<file path="src/design/stbs_pkg.sv">
// Shared constants and types for the sorted table binary search block.
`timescale 1ns / 1ps
package stbs_pkg;

  localparam int TABLE_DEPTH = 1024;
  localparam int KEY_WIDTH   = 32;

  // Fixed field widths of the ports
  localparam int IN_KEY_W = 32;
  localparam int IN_IDX_W = 10;
  localparam int POS_W    = 10;
  localparam int CFG_W    = 11;

  // Derived widths
  localparam int ADDR_W = (TABLE_DEPTH > 1) ? $clog2(TABLE_DEPTH) : 1;
  localparam int CNT_W  = $clog2(TABLE_DEPTH + 1);

  localparam logic OP_WRITE  = 1'b0;
  localparam logic OP_LOOKUP = 1'b1;

  typedef logic [KEY_WIDTH-1:0] key_t;
  typedef logic [ADDR_W-1:0]    addr_t;
  typedef logic [CNT_W-1:0]     cnt_t;

  typedef struct packed {
    logic  en;
    addr_t addr;
  } rd_req_t;

  typedef struct packed {
    logic             found;
    logic [POS_W-1:0] pos;
  } result_t;

endpackage

</file>
<file path="src/design/stbs_search.sv">
// Lower-bound search sequencer; all probes share one ordering compare and one table read port.
`timescale 1ns / 1ps
module stbs_search (
  input  logic               clk,
  input  logic               rst_n,
  input  logic               start,
  input  stbs_pkg::key_t     key,
  input  stbs_pkg::cnt_t     n_used,
  output logic               idle,
  output stbs_pkg::rd_req_t  rd_req,
  input  stbs_pkg::key_t     rd_data,
  output logic               res_valid,
  input  logic               res_ready,
  output stbs_pkg::result_t  res
);
  import stbs_pkg::*;

  localparam logic [1:0] S_IDLE  = 2'd0;
  localparam logic [1:0] S_PROBE = 2'd1;
  localparam logic [1:0] S_FINAL = 2'd2;

  logic [1:0] state_r, state_nxt;
  cnt_t       lo_r, lo_nxt;
  cnt_t       hi_r, hi_nxt;
  key_t       key_r, key_nxt;
  logic       empty_r, empty_nxt;

  logic       key_le;
  cnt_t       span;
  logic [CNT_W:0] sum;
  cnt_t       mid;
  logic       eq;

  function automatic cnt_t mid_of(input cnt_t h, input cnt_t l);
    logic [CNT_W:0] s;
    s = {1'b0, h} + {1'b0, l};
    return s[CNT_W:1];
  endfunction

  assign key_le = (key_r <= rd_data);
  assign eq     = (rd_data == key_r);
  assign span   = hi_nxt - lo_nxt;
  assign sum    = {1'b0, hi_nxt} + {1'b0, lo_nxt};
  assign mid    = sum[CNT_W:1];

  always_comb begin
    state_nxt  = state_r;
    lo_nxt     = lo_r;
    hi_nxt     = hi_r;
    key_nxt    = key_r;
    empty_nxt  = empty_r;
    rd_req.en  = 1'b0;
    rd_req.addr = '0;
    res_valid  = 1'b0;
    res.found  = 1'b0;
    res.pos    = '0;
    unique case (state_r)
      S_IDLE: begin
        if (start) begin
          key_nxt   = key;
          lo_nxt    = '0;
          hi_nxt    = n_used;
          empty_nxt = (n_used == '0);
        end
      end
      S_PROBE: begin
        if (key_le) begin
          hi_nxt = mid_of(hi_r, lo_r);
        end else begin
          lo_nxt = mid_of(hi_r, lo_r);
        end
      end
      S_FINAL: begin
        res_valid = 1'b1;
        res.found = !empty_r && eq;
        res.pos   = res.found ? POS_W'(hi_r - cnt_t'(1)) : '0;
        if (res_ready) begin
          state_nxt = S_IDLE;
        end
      end
      default: begin
        state_nxt = S_IDLE;
      end
    endcase

    // issue the next probe or the final read from the updated range
    if ((state_r == S_IDLE && start) || state_r == S_PROBE) begin
      if (span > cnt_t'(1)) begin
        rd_req.en   = 1'b1;
        rd_req.addr = ADDR_W'(mid - cnt_t'(1));
        state_nxt   = S_PROBE;
      end else begin
        rd_req.en   = !empty_nxt;
        rd_req.addr = ADDR_W'(hi_nxt - cnt_t'(1));
        state_nxt   = S_FINAL;
      end
    end
  end

  assign idle = (state_r == S_IDLE);

  always_ff @(posedge clk) begin
    if (!rst_n) begin
      state_r <= S_IDLE;
    end else begin
      state_r <= state_nxt;
    end
  end

  always_ff @(posedge clk) begin
    lo_r    <= lo_nxt;
    hi_r    <= hi_nxt;
    key_r   <= key_nxt;
    empty_r <= empty_nxt;
  end

endmodule

</file>
<file path="config.mk">
export PLATFORM = sky130hd
export DESIGN_NAME = stbs_search
export DESIGN_NICKNAME = d
export VERILOG_FILES = /design/src/design/stbs_pkg.sv /design/src/design/stbs_search.sv
export SDC_FILE = /design/constraint.sdc
export NUM_CORES = 1
export LEC_CHECK = 0
export BUFFER_PORTS_ARGS = -buffer_cell sky130_fd_sc_hd__buf_4
export CORE_UTILIZATION = 55
export DETAILED_ROUTE_END_ITERATION = 16
export GPL_ROUTABILITY_DRIVEN = 0
export PLACE_DENSITY = 0.76
export SYNTH_ARGS = -nofsm -noshare
export SYNTH_HDL_FRONTEND = slang
export SYNTH_SLANG_ARGS = --single-unit
export TNS_END_PERCENT = 10
</file>
<file path="constraint.sdc">
create_clock -name clk -period 10.9 [get_ports clk]
set_input_delay 2.18 -clock clk [delete_from_list [all_inputs] [get_ports clk]]
set_output_delay 2.18 -clock clk [all_outputs]
set_load 0.01 [all_outputs]
</file>
==> results.py <==
metrics = {
    "sta": {
        "min_period_ps": 10480,
        "fin_hold_ws_ps": 539.8,
        "report.final.slew_viol_count": 0,
        "fin_tns_setup_ps": 0,
        "setup_ws_ps": 424.4,
        "fmax_ghz": 0.09546,
        "setup_viol": 0,
        "fin_skew_ps": 14.01,
        "slew-limit-headroom": 0.5322,
        "worst_pin_slew_ps": 700.3,
        "finalHoldViolCount": 0,
        "period_share": 0.9611,
        "rsz0062_at_grt": "true",
    },
    "route": {
        "ant_nets": 0,
        "wl_met1_um": 6114,
        "wl_met2_um": 6589,
        "vias_per_cell": 5.991,
        "num_vias": 4871,
        "first_pass_iters": 5,
        "drtIter0Drc": 263,
        "route.detailed.drc": 0,
        "top_layer": "met4",
        "routedWlPerCell_um": 17.12,
        "wl_met3_um": 869,
        "wirelength_um": 13920,
    },
    "final_layout": {
        "drive_above_1_share": 0.2350,
        "area_growth_pct": 22.06,
        "diodes": 0,
        "num-nets-final": 843,
        "final_cells": 813,
    },
    "floorplanning": {
        "start_util": 0.5651,
        "row_count": 35,
        "die_h_um": 98.98,
        "io_pins": 103,
        "die_area_sq_um": 9796,
        "core_area_sq_um": 9153,
        "die_w_um": 98.98,
    },
    "place": {
        "placed_cells": 797,
        "dp_slack_ps": 268.7,
        "port_buffers": 102,
        "hpwl_um": 11160,
    },
    "clocking": {
        "cts.htree.levels": 3,
        "clk_latency_ps": 340,
        "cts_tree": "done",
        "clock_sinks": 57,
        "root_buffer": "clkbuf_8",
        "hold_buffers": 0,
        "clkTransAtPathRegs_ps": 60,
        "numCtsBuffers": 9,
        "clk_path_buf_depth": 2,
    },
    "synthesis": {
        "yosys-top-cells-area": "edfxtp_1 (19%), ha_1 (15%), dfxtp_1 (9.7%)",
        "yosys.area.top_type": "edfxtp_1",
        "synth-warning-count": 0,
        "synth.distinct_cells": 83,
        "synth_nets": 736,
        "synthesis.area_sq_um": 5172,
        "synth_ff_type": "edfxtp_1",
        "yosysSeqAreaShare": 0.2825,
        "async_flop_share": 0,
        "synth_edf_count": 32,
        "ys_ff_latch": 57,
        "synth_top_cell_area_share": 0.1858,
        "syn_avg_cell_area_sq_um": 8.767,
        "synth_cells": 590,
    },
    "setup_path": {
        "crit_type": "in -> out",
        "endpoint_kind": "output pin",
        "cp_max_fo": 10,
        "r2r-start": "key_r[27]$_DFFE_PP_",
        "r2r_end": "state_r[0]$_SDFFE_PN0P_",
        "reg2reg_slack_ps": 5770,
        "crit_path_start": "rd_data[27]",
        "critPathMaxStageDelay_ps": 600,
        "worstPathRequired_ps": 8720,
        "crit_arrival_ps": 8300,
        "worst_r2r_path_depth": 21,
        "endpoint": "rd_req[6]",
        "slowest_stage": "or4_4",
        "startpoint_type": "primary input",
    },
    "global_routing": {
        "first_global_vias": 4659,
        "grt_max_degree": 43,
        "grt_pass1_wl_um": 22340,
        "antenna_found_initial": 0,
        "gr-total-overflow": 0,
        "track_usage": 0.2938,
    },
    "pwr": {
        "power_mw": 1.759,
        "p_leak_nw": 2.866,
        "power.density_nw_per_um2": 278.6,
        "ir_drop_mv": 0.2184,
    },
    "min_path": {
        "hold_class": "reg -> reg",
    },
    "flow_run": {
        "drv_cap": 0,
    },
    "status": {
        "status": "completed",
    },
}
==> state kept, by name (all words and copies together), names as in the netlist <==
| signal | count |
|---|---|
| key_r | 32 |
| hi_r | 11 |
| state_r | 2 |
| lo_r | 11 |
| empty_r | 1 |
==> cells in the final DEF, fill, tap and decap left out, types with 5 or more instances in the layout <==
cell type / n
and4_1: 6
nor3_1: 16
nor4_1: 6
buf_4: 109
nand2b_1: 8
a211oi_1: 7
nand2_1: 33
ha_1: 64
o22ai_1: 5
xor2_1: 16
nand3_1: 14
inv_1: 63
nor2b_1: 6
mux2i_1: 9
o21a_1: 5
nor2_1: 54
or3_1: 6
and3_1: 7
o211ai_1: 6
clkbuf_8: 9
edfxtp_1: 32
o21ai_0: 18
a21oi_1: 43
a21o_1: 6
nand4_1: 8
xnor2_1: 22
dfxtp_1: 25
==> report_power, final <==
group	internal (mW)	leakage (nW)	total, mW	switching (mW)
sequential	0.272	0.512	0.320	0.0480
combinational	0.528	2.26	1.24	0.709
clock	0.106	0.0929	0.201	0.0947
==> worst max-delay path, delay by kind of cell <==
family | cells | cell delay, ps
XOR/XNOR | 1 | 190
AND/OR/NAND/NOR | 11 | 2420
AO/OA/AOI/OAI | 9 | 1830
buffers and inverters | 5 | 520
adder cells (fa/ha/maj) | 4 | 1140
==> cell families (layout without fill, tap and decap cells) <==
| logic type | after synthesis | after routing | synth area share |
|---|---|---|---|
| AND/OR/NAND/NOR | 194 | 194 | 0.2039 |
| AO/OA/AOI/OAI | 147 | 147 | 0.2066 |
| buffers and inverters | 77 | 189 | 0.05660 |
| adder cells (fa/ha/maj) | 67 | 67 | 0.1664 |
| flip-flops | 57 | 57 | 0.2825 |
| XOR/XNOR | 38 | 38 | 0.06434 |
| multiplexers | 10 | 10 | 0.01959 |
==> synthesized netlist by cell type (4+ instances only) <==
library cell	number
and3_1	7
o21a_1	5
a31oi_1	4
and2_1	4
o211ai_1	6
nand4_1	8
o211a_1	4
a21oi_1	43
nor3_1	16
or3_1	6
ha_1	64
nor2_1	55
dfxtp_1	25
clkbuf_1	9
a211oi_1	8
xor2_1	16
nor2b_1	6
nand2_1	33
inv_1	63
nor4_1	8
a22o_1	4
o21ai_0	18
a21o_1	6
nand3_1	14
nand2b_1	8
xnor2_1	22
and4_1	6
mux2i_1	9
o22ai_1	5
edfxtp_1	32
==> per-stage QoR <==
| stage | area (sq um) | util |
|---|---|---|
| 3_3_place_gp | 6077 | 0.6640 |
| 5_1_grt | 6314 | 0.6898 |
| 2_1_floorplan | 5172 | - |
| 6_report | 6314 | 0.6898 |
| 3_5_place_dp | 6077 | 0.6640 |
| 4_1_cts | 6272 | 0.6853 |
==> area by class of cell <==
class	instances	area, sq um
multi-input cells	456	3460
fillers	726	2839
flip-flops and latches	57	1461
repair buffers	109	818.3
inverters	64	240.2
well taps	111	138.9
clock buffers	10	127.6
clock inverters	6	67.56
==> worst min-delay path by stage <==
stage               cells after the start  slack [ps]               to       startpoint
floorplan                               2         450  empty_r$_DFF_P_  empty_r$_DFF_P_
global placement                        2         540  empty_r$_DFF_P_  empty_r$_DFF_P_
detailed placement                      2         540  empty_r$_DFF_P_  empty_r$_DFF_P_
CTS                                     2         550  empty_r$_DFF_P_  empty_r$_DFF_P_
global route                            2         570  empty_r$_DFF_P_  empty_r$_DFF_P_
finish                                  2         540  empty_r$_DFF_P_  empty_r$_DFF_P_
==> per-layer routing <==
metal	up-vias	track usage
li1	2373	-
met1	2268	0.3717
met2	198	0.5062
met3	32	0.04539
met4	0	0.1091
met5	-	0
==> what timing repair did <==
item / 4_1_cts / 5_1_grt
resized for setup: 0 / 8
setup endpoints to repair: 0 / 3
setup buffers: 0 / 0
hold endpoints to repair: 0 / 0
Power figures use the tool's default switching activity.
